--- src/mmau_pkg.sv ---
// Shared constants, mode codes and threshold tables for the multi-mode activation unit.
package mmau_pkg;

    // Fixed-point format of the sample: fraction bits, and the constants in that format.
    localparam int FRAC_BITS = 8;
    localparam int ONE_Q     = 1 << FRAC_BITS;
    localparam int HALF_Q    = 1 << (FRAC_BITS - 1);
    localparam int THREE_Q   = 3 << FRAC_BITS;
    localparam int SIX_Q     = 6 << FRAC_BITS;
    localparam int HS_BIAS   = THREE_Q + 3;
    localparam int LIMIT_MAG = 24 << FRAC_BITS;

    // Division by six of the hard sigmoid numerator (at most 1538) as a multiply by 2^16/6.
    localparam int HS_RECIP  = 10923;
    localparam int HS_SHIFT  = 16;
    localparam int HS_N_W    = 11;
    localparam int HS_P_W    = 25;

    // Threshold tables: entry i is the smallest magnitude whose rounded result reaches the
    // (i+1)th level above the table's base.
    localparam int THR_W      = 13;
    localparam int TAB_N      = 256;
    localparam int TAB_HALF   = TAB_N / 2;
    localparam int TAB_IDX_W  = 8;
    localparam int CNT_W      = 9;
    localparam int VAL_W      = 9;
    localparam int SRCH_STEPS = 9;

    // Weight of one fixed-point step as a real number.
    localparam real STEP_Q    = 1.0 / real'(ONE_Q);

    // Configuration port.
    localparam int CFG_ADDR_W = 3;
    localparam int CFG_DATA_W = 32;
    localparam int MODE_W     = 3;
    localparam logic REG_IDX_MODE = 1'b0;

    typedef enum logic [MODE_W-1:0] {
        MODE_RELU   = 3'd0,
        MODE_RELU6  = 3'd1,
        MODE_SIGM   = 3'd2,
        MODE_SILU   = 3'd3,
        MODE_HSIGM  = 3'd4,
        MODE_HSWISH = 3'd5,
        MODE_TANH   = 3'd6
    } act_mode_t;

    typedef logic [TAB_N-1:0][THR_W-1:0] thr_tab_t;

    // Builds a table at elaboration. Sigmoid uses only the lower half; the rest is padded
    // with a value above any magnitude that reaches the search.
    function automatic thr_tab_t build_thr(input logic tanh_sel);
        thr_tab_t tab;
        real      p;
        real      v;
        for (int i = 0; i < TAB_N; i++)
        begin
            if (tanh_sel)
            begin
                p = (real'(i) + 0.5) * STEP_Q;
                v = 0.5 * ($ln(1.0 + p) - $ln(1.0 - p));
                tab[i] = THR_W'(int'($ceil(v * real'(ONE_Q))));
            end
            else if (i < TAB_HALF)
            begin
                p = (real'(HALF_Q + i) + 0.5) * STEP_Q;
                v = $ln(p) - $ln(1.0 - p);
                tab[i] = THR_W'(int'($ceil(v * real'(ONE_Q))));
            end
            else
            begin
                tab[i] = '1;
            end
        end
        return tab;
    endfunction

    localparam thr_tab_t SIG_THR  = build_thr(1'b0);
    localparam thr_tab_t TANH_THR = build_thr(1'b1);

endpackage

--- src/multi_mode_activation_unit.sv ---
// Top level of the multi-mode activation unit: APB mode register and 15-stage pipeline.
//
// The unit takes one signed fixed-point word (FRAC_BITS = 8 fraction bits) per clock and
// returns its activation under the mode register: relu, relu6, sigmoid, silu, hard sigmoid,
// hard swish or tanh (code 7 gives zero). A word is taken at every rising edge where start is
// high; busy is always low, since the pipeline never stalls. Every result is shown
// for one cycle, flagged by done, in the order the words came in, together with the word's
// last flag. Throughput is one word per cycle; the pipeline depth is set by the
// sigmoid/tanh lookup, which is a binary search over a 256-entry table of rounding
// thresholds spread over nine pipeline stages, followed by a multiply stage for
// silu and hard swish, a rounding stage and a saturating output register. Sigmoid and tanh
// are exact to the nearest step, ties away from zero; silu and hard swish round the product
// the same way. All results saturate to the signed DATA_WIDTH range. The mode register sits
// at byte address 0 and should be written only while no words are in flight.
module multi_mode_activation_unit #(
    parameter int DATA_WIDTH = 16
) (
    input  logic                                   clk,
    input  logic                                   rst_n,
    input  logic                                   start,
    output logic                                   busy,
    input  logic signed [DATA_WIDTH-1:0]           sample_in,
    input  logic                                   last_in,
    output logic                                   done,
    output logic signed [DATA_WIDTH-1:0]           sample_out,
    output logic                                   last_out,
    input  logic                                   psel,
    input  logic                                   penable,
    input  logic                                   pwrite,
    input  logic [mmau_pkg::CFG_ADDR_W-1:0]        paddr,
    input  logic [mmau_pkg::CFG_DATA_W-1:0]        pwdata,
    output logic [mmau_pkg::CFG_DATA_W-1:0]        prdata,
    output logic                                   pready
);

    localparam int DW     = DATA_WIDTH;
    localparam int RES_W  = DATA_WIDTH + 10;
    localparam int PROD_W = DATA_WIDTH + 10;
    localparam int MAG_W  = (DATA_WIDTH > mmau_pkg::THR_W) ? DATA_WIDTH : mmau_pkg::THR_W;
    localparam int NSTG   = mmau_pkg::SRCH_STEPS + 6;
    localparam int S_LAST = mmau_pkg::SRCH_STEPS;

    localparam logic signed [RES_W-1:0] SAT_HI = {{(RES_W-DW+1){1'b0}}, {(DW-1){1'b1}}};
    localparam logic signed [RES_W-1:0] SAT_LO = ~SAT_HI;

    // Word as taken from the ports.
    typedef struct packed {
        logic signed [DW-1:0]               s;
        logic                               last;
        logic [mmau_pkg::MODE_W-1:0]        mode;
    } in_t;

    // Word traveling through the threshold search.
    typedef struct packed {
        logic signed [DW-1:0]               s;
        logic                               last;
        logic [mmau_pkg::MODE_W-1:0]        mode;
        logic                               neg;
        logic                               big;
        logic [mmau_pkg::THR_W-1:0]         m;
        logic                               tsel;
        logic [mmau_pkg::VAL_W-1:0]         hsig;
        logic [mmau_pkg::CNT_W-1:0]         pos;
    } srch_t;

    // Result picked per mode, with the multiplier operand for silu and hard swish.
    typedef struct packed {
        logic signed [DW-1:0]               s;
        logic                               last;
        logic [mmau_pkg::MODE_W-1:0]        mode;
        logic                               use_mul;
        logic [mmau_pkg::VAL_W-1:0]         factor;
        logic signed [RES_W-1:0]            direct;
    } fin_t;

    typedef struct packed {
        logic                               last;
        logic [mmau_pkg::MODE_W-1:0]        mode;
        logic                               use_mul;
        logic signed [PROD_W-1:0]           prod;
        logic signed [RES_W-1:0]            direct;
    } mul_t;

    typedef struct packed {
        logic                               last;
        logic [mmau_pkg::MODE_W-1:0]        mode;
        logic signed [RES_W-1:0]            val;
    } rnd_t;

    logic                                   accept;
    logic                                   cfg_wr;
    logic [mmau_pkg::MODE_W-1:0]            mode_reg;
    logic [mmau_pkg::MODE_W-1:0]            mode_next;
    logic [NSTG-1:0]                        vld_reg;
    logic [NSTG-1:0]                        vld_next;

    in_t                                    in_reg;
    srch_t                                  srch_reg [0:S_LAST];
    srch_t                                  pre_next;
    fin_t                                   fin_reg;
    fin_t                                   fin_next;
    mul_t                                   mul_reg;
    mul_t                                   mul_next;
    rnd_t                                   rnd_reg;
    rnd_t                                   rnd_next;
    logic signed [DW-1:0]                   sample_out_reg;
    logic signed [DW-1:0]                   sample_out_next;
    logic                                   last_out_reg;
    logic [mmau_pkg::MODE_W-1:0]            out_mode_reg;

    // ------------------------------------------------------------------
    // Handshake and configuration port
    // ------------------------------------------------------------------

    // The receiver cannot hold results off, so nothing ever backs up into the input.
    assign busy   = 1'b0;
    assign accept = start && !busy;
    assign pready = 1'b1;
    assign cfg_wr = psel && penable && pwrite && pready;

    always_comb
    begin
        mode_next = mode_reg;
        if (cfg_wr && (paddr[2] == mmau_pkg::REG_IDX_MODE))
        begin
            mode_next = pwdata[mmau_pkg::MODE_W-1:0];
        end
    end

    always_comb
    begin
        prdata = '0;
        if (paddr[2] == mmau_pkg::REG_IDX_MODE)
        begin
            prdata = mmau_pkg::CFG_DATA_W'(mode_reg);
        end
    end

    // Valid bits move one stage per clock alongside the payload.
    assign vld_next = {vld_reg[NSTG-2:0], accept};

    always_ff @(posedge clk or negedge rst_n)
    begin
        if (!rst_n)
        begin
            mode_reg <= '0;
            vld_reg  <= '0;
        end
        else
        begin
            mode_reg <= mode_next;
            vld_reg  <= vld_next;
        end
    end

    // ------------------------------------------------------------------
    // Stage 0: input register. The mode travels with the word.
    // ------------------------------------------------------------------
    always_ff @(posedge clk)
    begin
        in_reg.s    <= sample_in;
        in_reg.last <= last_in;
        in_reg.mode <= mode_reg;
    end

    // ------------------------------------------------------------------
    // Stage 1: sign and magnitude, large-magnitude check, hard sigmoid.
    // ------------------------------------------------------------------
    logic                                   neg1;
    logic [DW-1:0]                          mag1;
    logic [MAG_W-1:0]                       mag_ext1;
    logic                                   big1;
    logic signed [RES_W-1:0]                se1;
    logic [mmau_pkg::HS_N_W-1:0]            hs_n1;
    logic [mmau_pkg::HS_P_W-1:0]            hs_p1;
    logic [mmau_pkg::VAL_W-1:0]             hsig1;

    always_comb
    begin
        neg1     = in_reg.s[DW-1];
        mag1     = neg1 ? DW'(-in_reg.s) : DW'(in_reg.s);
        mag_ext1 = MAG_W'(mag1);
        big1     = (mag_ext1 >= MAG_W'(mmau_pkg::LIMIT_MAG));
        se1      = RES_W'($signed(in_reg.s));

        // Hard sigmoid: (x + 3) / 6 clamped to 0..1, numerator biased by 3 to round.
        hs_n1 = mmau_pkg::HS_N_W'(se1 + RES_W'(mmau_pkg::HS_BIAS));
        hs_p1 = mmau_pkg::HS_P_W'(hs_n1) * mmau_pkg::HS_P_W'(mmau_pkg::HS_RECIP);
        if (se1 >= RES_W'(mmau_pkg::THREE_Q))
        begin
            hsig1 = mmau_pkg::VAL_W'(mmau_pkg::ONE_Q);
        end
        else if (se1 < RES_W'(-mmau_pkg::THREE_Q))
        begin
            hsig1 = '0;
        end
        else
        begin
            hsig1 = mmau_pkg::VAL_W'(hs_p1 >> mmau_pkg::HS_SHIFT);
        end

        pre_next.s    = in_reg.s;
        pre_next.last = in_reg.last;
        pre_next.mode = in_reg.mode;
        pre_next.neg  = neg1;
        pre_next.big  = big1;
        pre_next.m    = big1 ? '0 : mag_ext1[mmau_pkg::THR_W-1:0];
        pre_next.tsel = (in_reg.mode == mmau_pkg::MODE_TANH);
        pre_next.hsig = hsig1;
        pre_next.pos  = '0;
    end

    always_ff @(posedge clk)
    begin
        srch_reg[0] <= pre_next;
    end

    // ------------------------------------------------------------------
    // Stages 2..10: binary search for the number of thresholds at or below the magnitude.
    // Eight halving steps settle the index; a last step adds the top entry.
    // ------------------------------------------------------------------
    for (genvar g = 1; g <= S_LAST; g++)
    begin : g_srch
        srch_t                              step_next;
        logic [mmau_pkg::TAB_IDX_W-1:0]     probe;
        logic [mmau_pkg::THR_W-1:0]         thr;
        logic                               hit;

        if (g < S_LAST)
        begin : g_step
            localparam int BIT = S_LAST - 1 - g;

            always_comb
            begin
                probe = srch_reg[g-1].pos[mmau_pkg::TAB_IDX_W-1:0]
                        | mmau_pkg::TAB_IDX_W'((1 << BIT) - 1);
                thr   = srch_reg[g-1].tsel ? mmau_pkg::TANH_THR[probe]
                                           : mmau_pkg::SIG_THR[probe];
                hit   = (thr <= srch_reg[g-1].m);
                step_next = srch_reg[g-1];
                if (hit)
                begin
                    step_next.pos = srch_reg[g-1].pos | (mmau_pkg::CNT_W'(1) << BIT);
                end
            end
        end
        else
        begin : g_last
            always_comb
            begin
                probe = srch_reg[g-1].pos[mmau_pkg::TAB_IDX_W-1:0];
                thr   = srch_reg[g-1].tsel ? mmau_pkg::TANH_THR[probe]
                                           : mmau_pkg::SIG_THR[probe];
                hit   = (thr <= srch_reg[g-1].m);
                step_next     = srch_reg[g-1];
                step_next.pos = srch_reg[g-1].pos + mmau_pkg::CNT_W'(hit);
            end
        end

        always_ff @(posedge clk)
        begin
            srch_reg[g] <= step_next;
        end
    end

    // ------------------------------------------------------------------
    // Stage 11: form sigmoid and tanh from the count and pick the result per mode.
    // ------------------------------------------------------------------
    logic [mmau_pkg::VAL_W-1:0]             sig_a;
    logic [mmau_pkg::VAL_W-1:0]             tmag_a;
    logic signed [RES_W-1:0]                se_a;
    logic signed [RES_W-1:0]                tanh_a;

    always_comb
    begin
        // Sigmoid of a negative input is one minus that of its magnitude.
        if (srch_reg[S_LAST].big)
        begin
            sig_a = srch_reg[S_LAST].neg ? '0 : mmau_pkg::VAL_W'(mmau_pkg::ONE_Q);
        end
        else if (srch_reg[S_LAST].neg)
        begin
            sig_a = mmau_pkg::VAL_W'(mmau_pkg::HALF_Q) - srch_reg[S_LAST].pos;
        end
        else
        begin
            sig_a = mmau_pkg::VAL_W'(mmau_pkg::HALF_Q) + srch_reg[S_LAST].pos;
        end

        tmag_a = srch_reg[S_LAST].big ? mmau_pkg::VAL_W'(mmau_pkg::ONE_Q)
                                      : srch_reg[S_LAST].pos;
        tanh_a = srch_reg[S_LAST].neg ? -RES_W'(tmag_a) : RES_W'(tmag_a);
        se_a   = RES_W'($signed(srch_reg[S_LAST].s));

        fin_next.s       = srch_reg[S_LAST].s;
        fin_next.last    = srch_reg[S_LAST].last;
        fin_next.mode    = srch_reg[S_LAST].mode;
        fin_next.use_mul = 1'b0;
        fin_next.factor  = '0;
        fin_next.direct  = '0;

        case (srch_reg[S_LAST].mode)
            mmau_pkg::MODE_RELU:
            begin
                fin_next.direct = (se_a > 0) ? se_a : '0;
            end
            mmau_pkg::MODE_RELU6:
            begin
                if (se_a <= 0)
                begin
                    fin_next.direct = '0;
                end
                else if (se_a < RES_W'(mmau_pkg::SIX_Q))
                begin
                    fin_next.direct = se_a;
                end
                else
                begin
                    fin_next.direct = RES_W'(mmau_pkg::SIX_Q);
                end
            end
            mmau_pkg::MODE_SIGM:
            begin
                fin_next.direct = RES_W'(sig_a);
            end
            mmau_pkg::MODE_SILU:
            begin
                fin_next.use_mul = 1'b1;
                fin_next.factor  = sig_a;
            end
            mmau_pkg::MODE_HSIGM:
            begin
                fin_next.direct = RES_W'(srch_reg[S_LAST].hsig);
            end
            mmau_pkg::MODE_HSWISH:
            begin
                fin_next.use_mul = 1'b1;
                fin_next.factor  = srch_reg[S_LAST].hsig;
            end
            mmau_pkg::MODE_TANH:
            begin
                fin_next.direct = tanh_a;
            end
            default:
            begin
                fin_next.direct = '0;
            end
        endcase
    end

    // ------------------------------------------------------------------
    // Stage 12: x times the gate for silu and hard swish.
    // ------------------------------------------------------------------
    always_comb
    begin
        mul_next.last    = fin_reg.last;
        mul_next.mode    = fin_reg.mode;
        mul_next.use_mul = fin_reg.use_mul;
        mul_next.direct  = fin_reg.direct;
        mul_next.prod    = $signed(PROD_W'($signed(fin_reg.s)))
                           * $signed(PROD_W'({1'b0, fin_reg.factor}));
    end

    // ------------------------------------------------------------------
    // Stage 13: scale the product back, rounding the magnitude half up.
    // ------------------------------------------------------------------
    logic [PROD_W-1:0]                      pmag_c;
    logic [PROD_W-1:0]                      prnd_c;

    always_comb
    begin
        pmag_c = mul_reg.prod[PROD_W-1] ? PROD_W'(-mul_reg.prod) : PROD_W'(mul_reg.prod);
        prnd_c = (pmag_c + PROD_W'(mmau_pkg::HALF_Q)) >> mmau_pkg::FRAC_BITS;

        rnd_next.last = mul_reg.last;
        rnd_next.mode = mul_reg.mode;
        if (!mul_reg.use_mul)
        begin
            rnd_next.val = mul_reg.direct;
        end
        else if (mul_reg.prod[PROD_W-1])
        begin
            rnd_next.val = -$signed(RES_W'(prnd_c));
        end
        else
        begin
            rnd_next.val = $signed(RES_W'(prnd_c));
        end
    end

    // ------------------------------------------------------------------
    // Stage 14: saturate to the output width.
    // ------------------------------------------------------------------
    always_comb
    begin
        if (rnd_reg.val > SAT_HI)
        begin
            sample_out_next = SAT_HI[DW-1:0];
        end
        else if (rnd_reg.val < SAT_LO)
        begin
            sample_out_next = SAT_LO[DW-1:0];
        end
        else
        begin
            sample_out_next = rnd_reg.val[DW-1:0];
        end
    end

    always_ff @(posedge clk)
    begin
        fin_reg        <= fin_next;
        mul_reg        <= mul_next;
        rnd_reg        <= rnd_next;
        sample_out_reg <= sample_out_next;
        last_out_reg   <= rnd_reg.last;
        out_mode_reg   <= rnd_reg.mode;
    end

    assign done       = vld_reg[NSTG-1];
    assign sample_out = sample_out_reg;
    assign last_out   = last_out_reg;

    // ------------------------------------------------------------------
    // Assertions
    // ------------------------------------------------------------------

    // Every result belongs to a word taken a fixed pipeline depth earlier.
    a_done_latency: assert property (@(posedge clk) disable iff (!rst_n)
        done |-> $past(start && !busy, NSTG))
        else $error("result without a word taken %0d cycles earlier", NSTG);

    // The sigmoid search never counts past the real half of its table.
    a_sig_count: assert property (@(posedge clk) disable iff (!rst_n)
        (vld_reg[S_LAST+1] && !srch_reg[S_LAST].tsel)
        |-> (srch_reg[S_LAST].pos <= mmau_pkg::CNT_W'(mmau_pkg::HALF_Q)))
        else $error("sigmoid threshold count out of range");

    // Relu, relu6, sigmoid and hard sigmoid never give a negative word.
    a_nonneg: assert property (@(posedge clk) disable iff (!rst_n)
        (done && (out_mode_reg == mmau_pkg::MODE_RELU
               || out_mode_reg == mmau_pkg::MODE_RELU6
               || out_mode_reg == mmau_pkg::MODE_SIGM
               || out_mode_reg == mmau_pkg::MODE_HSIGM))
        |-> !sample_out[DW-1])
        else $error("negative result in a nonnegative mode");

endmodule

--- config.mk ---
export PLATFORM = sky130hd
export DESIGN_NAME = multi_mode_activation_unit
export DESIGN_NICKNAME = d
export VERILOG_FILES = /design/src/mmau_pkg.sv /design/src/multi_mode_activation_unit.sv
export SDC_FILE = /design/constraint.sdc
export NUM_CORES = 2
export LEC_CHECK = 0
export ABC_AREA = 1
export ABC_CLOCK_PERIOD_IN_PS = 7850
export BUFFER_PORTS_ARGS = -buffer_cell sky130_fd_sc_hd__buf_2
export CAP_MARGIN = 25
export CORE_ASPECT_RATIO = 0.6
export CORE_MARGIN = 2
export CORE_UTILIZATION = 24
export DETAILED_ROUTE_END_ITERATION = 10
export PLACE_DENSITY_LB_ADDON = 0.3
export SLEW_MARGIN = 20
export SYNTH_ARGS = -nofsm -noshare
export SYNTH_HDL_FRONTEND = slang
export SYNTH_SLANG_ARGS = --single-unit
--- constraint.sdc ---
create_clock -name clk -period 7.85 [get_ports clk]
set_input_delay 1.57 -clock clk [delete_from_list [all_inputs] [get_ports clk]]
set_output_delay 1.57 -clock clk [all_outputs]
set_load 0.05 [all_outputs]
; Yosys cells after proc, flatten, opt, wreduce, memory -nomap -nowiden
; Memory sizes are Yosys's and may differ from the RTL's.
; Cells that the tools add are included.
[totals]
output_inout_bits = 52
ram_bits = 540
mem_bits_ro = 19760
input_bits = 58
n_memories = 15
register_bits = 189
[mem_list]
columns = name, depth, width, rd, rd_clocked_by_memory_dff, wr, line
row1 = (no name shown), 256, 13, 1, 0, 0, multi_mode_activation_unit.sv:238  ; : mmau_pkg::SIG_THR[probe];
row2 = (no name shown), 256, 13, 1, 0, 0, multi_mode_activation_unit.sv:237  ; thr = srch_reg[g-1].tsel ? mmau_pkg::TANH_THR[probe]
row3 = (no name shown), 256, 13, 1, 0, 0, multi_mode_activation_unit.sv:253  ; : mmau_pkg::SIG_THR[probe];
row4 = (no name shown), 256, 13, 1, 0, 0, multi_mode_activation_unit.sv:252  ; thr = srch_reg[g-1].tsel ? mmau_pkg::TANH_THR[probe]
row5 = (no name shown), 128, 13, 1, 0, 0, multi_mode_activation_unit.sv:238
row6 = (no name shown), 128, 13, 1, 0, 0, multi_mode_activation_unit.sv:237
row7 = 9 more memories, -, -, -, -, -, -
[classes]
n_lt_le_gt_ge = 26
addsub = 9
mux = 58
n_eq_ne = 7
n_mul = 2
bitwise = 1
reduce_logical = 4
[op_table]
columns = op, count
row1 = $mux 13, 29
row2 = $mux 26, 7
row3 = $pmux 26 s5, 1
row4 = $le 13x13->1, 9
row5 = $lt 8x9->1 const B, 9
row6 = $mux 9, 6
row7 = $bmux 13 s2, 2
row8 = $mux 16, 2
row9 = $add 26x8->26 const B, 1
row10 = $gt 26x16->1 const B, 1
row11 = $lt 26x16->1 const B, 1
row12 = $mul 16x10->26, 1
row13 = $neg 18->26, 1
row14 = $neg 26->26, 1
row15 = $neg 9->26, 1
row16 = $mul 11x14->25 const B, 1
row17 = $pmux 10 s2, 1
row18 = $ge 16x11->1 const B, 1
row19 = $ge 16x13->1 const B, 1
row20 = $gt 16x1->1 const B, 1
row21 = $le 16x1->1 const B, 1
row22 = $lt 16x11->1 const B, 1
row23 = $lt 16x12->1 const B, 1
row24 = $neg 16->16, 1
row25 = 19 further kinds, 26

; Depth between registers and ports, before layout
[depth]
ltp_word = 6
mapped_depth = 30
depth_no_buf = 30

; Worst setup path after synthesis
; Ideal clock, no wire load.
[synth_timing]
kind = reg-to-reg
startpoint = register in_reg[4] (netlist bit)
endpoint = memory srch_reg[0][15] (netlist bit)
setup_slack_ps = 2363
arrival_ps = 5367
setup_time_ps = 119
path_buffers = 0
required_time_ps = 7731
stages_incl_launch_ff = 27
path_cell_list = dfxtp_1 inv_1 a21oi_1 nand4_1 nor2_1 nand2_1 o21ai_0 inv_1 ha_1 inv_1 fa_1 fa_1 fa_1 fa_1 inv_1 ha_1 a21oi_1 inv_1 a21oi_1 a21boi_0 o21ai_0 a31oi_1 o21ai_0 nand2_1 nand2_1 nand2_1 a21oi_1
[synth_rtl]
columns = item, line
row1 = from (decl), multi_mode_activation_unit.sv:97  ; in_t in_reg;
row2 = to (decl), multi_mode_activation_unit.sv:98  ; srch_t srch_reg [0:S_LAST];

==> results.ini <==
[layout]
final_cells=6172
most-common-layout-cells=760 x nand2_1, 740 x inv_1, 635 x dfxtp_1
drive_above_1_share_pct=6.33
antenna_cells=0
final_util_pct=27.5
nFillCells=15300
num-nets-final=4741
area_growth_pct=13.3
layout_commonest_cell=nand2_1
largest_reg_flops=471

[floorplan]
die_area_sq_um=147000
pin_count=110
core.rowCount=107
fp.dieW_microns=494
die_h_microns=298
fp.coreArea_sq_um=143000
start_util_pct=24.3

[routing]
vias=27200
drt-initial-drc-count=2584
drc_errors=0
antenna_left=0
wire_per_inst_microns=15.9
dr.pass1.iters=5
routed_wl_microns=98200
vias_per_cell=4.40

[cts]
cts_tree=done
cts.htree.levels=3
clk_pin_slew_ns=0.07
cts_sinks=654
clockBufferDepth=3
cts_resized=0
clk_latency_ns=0.68
cts_buffers=66
holdBufCountCts=0
post_cts_buffers=0
clockRootBuffer=clkbuf_16

[worst_hold_path]
hold_path.class=reg -> reg

[job]
max-cap-violations=0

[timing]
setup_viol=0
min_period_over_period_pct=83.0
tns_ns=0
rsz0062_at_grt=false
fmax_ghz=0.154
slew_headroom_pct=30.0
layout_setup_ws_ns=1.34
tightest_slew_ns=1.04
period_needed_ns=6.51
slew_viol_final=0
hold_viol=0
finalClockSkew_ns=0.0454

[power]
p_clk_share_pct=20.9
intPower_mw=8.45
leakagePower_nw=18.7
ir_drop_v=0.000246
power_density_nw_per_um2=410
swShare_pct=47.4
p_comb_share_pct=51.3
p_sw_mw=7.61
power_mw=16.1
seqPwrFrac_pct=27.7

[setup_path]
reg2reg_slack_ns=1.34
worstPathArrival_ns=7.04
required_ns=8.38
end_kind=register
crit_top_cell=inv_1
path_max_fanout=8
cp_slowest_stage_delay_ns=0.57
start_kind=register
slowest_stage=fa_1
crit_type=reg -> reg

[global_route]
antenna_found_initial=0
grt_max_degree=56
grt_first_pass_wirelength_microns=153000
grt_pass1_vias=25500
grt.total_usage_pct=13.3
grt-ovfl-total=0

[logic_synthesis]
ys_seq_area_share_pct=38.1
yosysUniqueCellTypes=62
async_reset_ff_share_pct=2.75
syn-cell-area_sq_um=34600
syn_area_per_cell_sq_um=8.24
yosys_warnings=0
synth_edf_count=0
ys_ff_latch=654
synth_flop_cell=dfxtp_1
synth_cells=4202

[place]
dp_hpwl_microns=77000
pre_cts_ws_ns=1.39
numPortBuffers=47
dp_cells=6052
gp_congestion=0.951

[run_status]
status=completed

## cells by family after synthesis
logic type,synth area share (%)
AND/OR/NAND/NOR,16.8
buffers and inverters,10.3
AO/OA/AOI/OAI,12.8
flip-flops,38.1
adder cells (fa/ha/maj),20.4
XOR/XNOR,1.57
other,0.0217
## cell type report
type                       count  area, sq um  area share (%)
clock inverter                36          549            1.40
tap                         1907         2390            6.09
clock buffer                  84         1840            4.70
timing repair buffer          70          408            1.04
inverter                     756         2840            7.24
sequential                   654        13200            33.6
multi-input combinational   2665        18000            45.9
## power groups by stage
stage	registers, mW	logic [mW]	clock network, mW
after detailed placement	4.51	7.99	0
after CTS	4.44	8.04	3.48
final	4.45	8.24	3.36
after global routing	4.53	9.22	3.62
after global placement	4.52	8.13	0
after floorplan	4.32	5.67	0
## routing by layer
metal	global-route usage [%]	routed length (microns)	share of wire [%]
met5	0	0	0
met4	2.48	1390	1.4
met2	14.9	31600	32
met3	4.52	10400	11
met1	22.5	54800	56
## stage by stage
stage	hold slack, ns	instance area, sq um
finish	0.313	39200
floorplan	0.310	34700
global route	0.323	39200
detailed placement	0.312	36800
CTS	0.309	39200
global placement	0.310	36800
## Yosys cell counts, drive strengths merged, types with 12 or more instances
library cell | count | share of area, %
xor2 | 44 | 1.1
nor2 | 326 | 3.9
buf | 55 | 0.96
o221ai | 25 | 0.63
nand3b | 17 | 0.40
o211ai | 51 | 1.1
nand3 | 137 | 2.0
nand2 | 796 | 9.0
ha | 311 | 11
dfrtp | 18 | 1.3
a221oi | 12 | 0.30
xnor2 | 18 | 0.46
o21ai | 242 | 3.6
dfxtp | 636 | 37
nand4 | 38 | 0.70
a31oi | 30 | 0.54
o31ai | 23 | 0.50
nor3 | 38 | 0.55
clkbuf | 101 | 1.1
a21oi | 224 | 3.3
fa | 159 | 9.2
o22ai | 29 | 0.52
inv | 746 | 8.1
a211oi | 13 | 0.28
## worst paths after layout
kind	startpoint	endpoint	cells after the start
setup reg to reg	in_reg[4]$_DFF_P_	srch_reg[0][15]$_SDFF_PP0_	26
hold reg to reg	srch_reg[7][38]$_DFF_P_	srch_reg[8][38]$_DFF_P_	0
hold / removal	srch_reg[7][38]$_DFF_P_	srch_reg[8][38]$_DFF_P_	0
min in group asynchronous	rst_n	mode_reg[0]$_DFFE_PN0P_	1
max in group asynchronous	rst_n	vld_reg[4]$_DFF_PN0_	1
setup / recovery	in_reg[4]$_DFF_P_	srch_reg[0][15]$_SDFF_PP0_	26
## worst max-delay path: cells and delay by family (launching register included)
family,cells,cell delay [ns]
AOI/OAI and AO/OA,9,2.10
adders and majority gates,6,2.74
buffers and inverters,5,0.51
DFF,1,0.36
and+or+nand+nor,6,0.65
No activity file was read; power rests on OpenSTA's default activity.
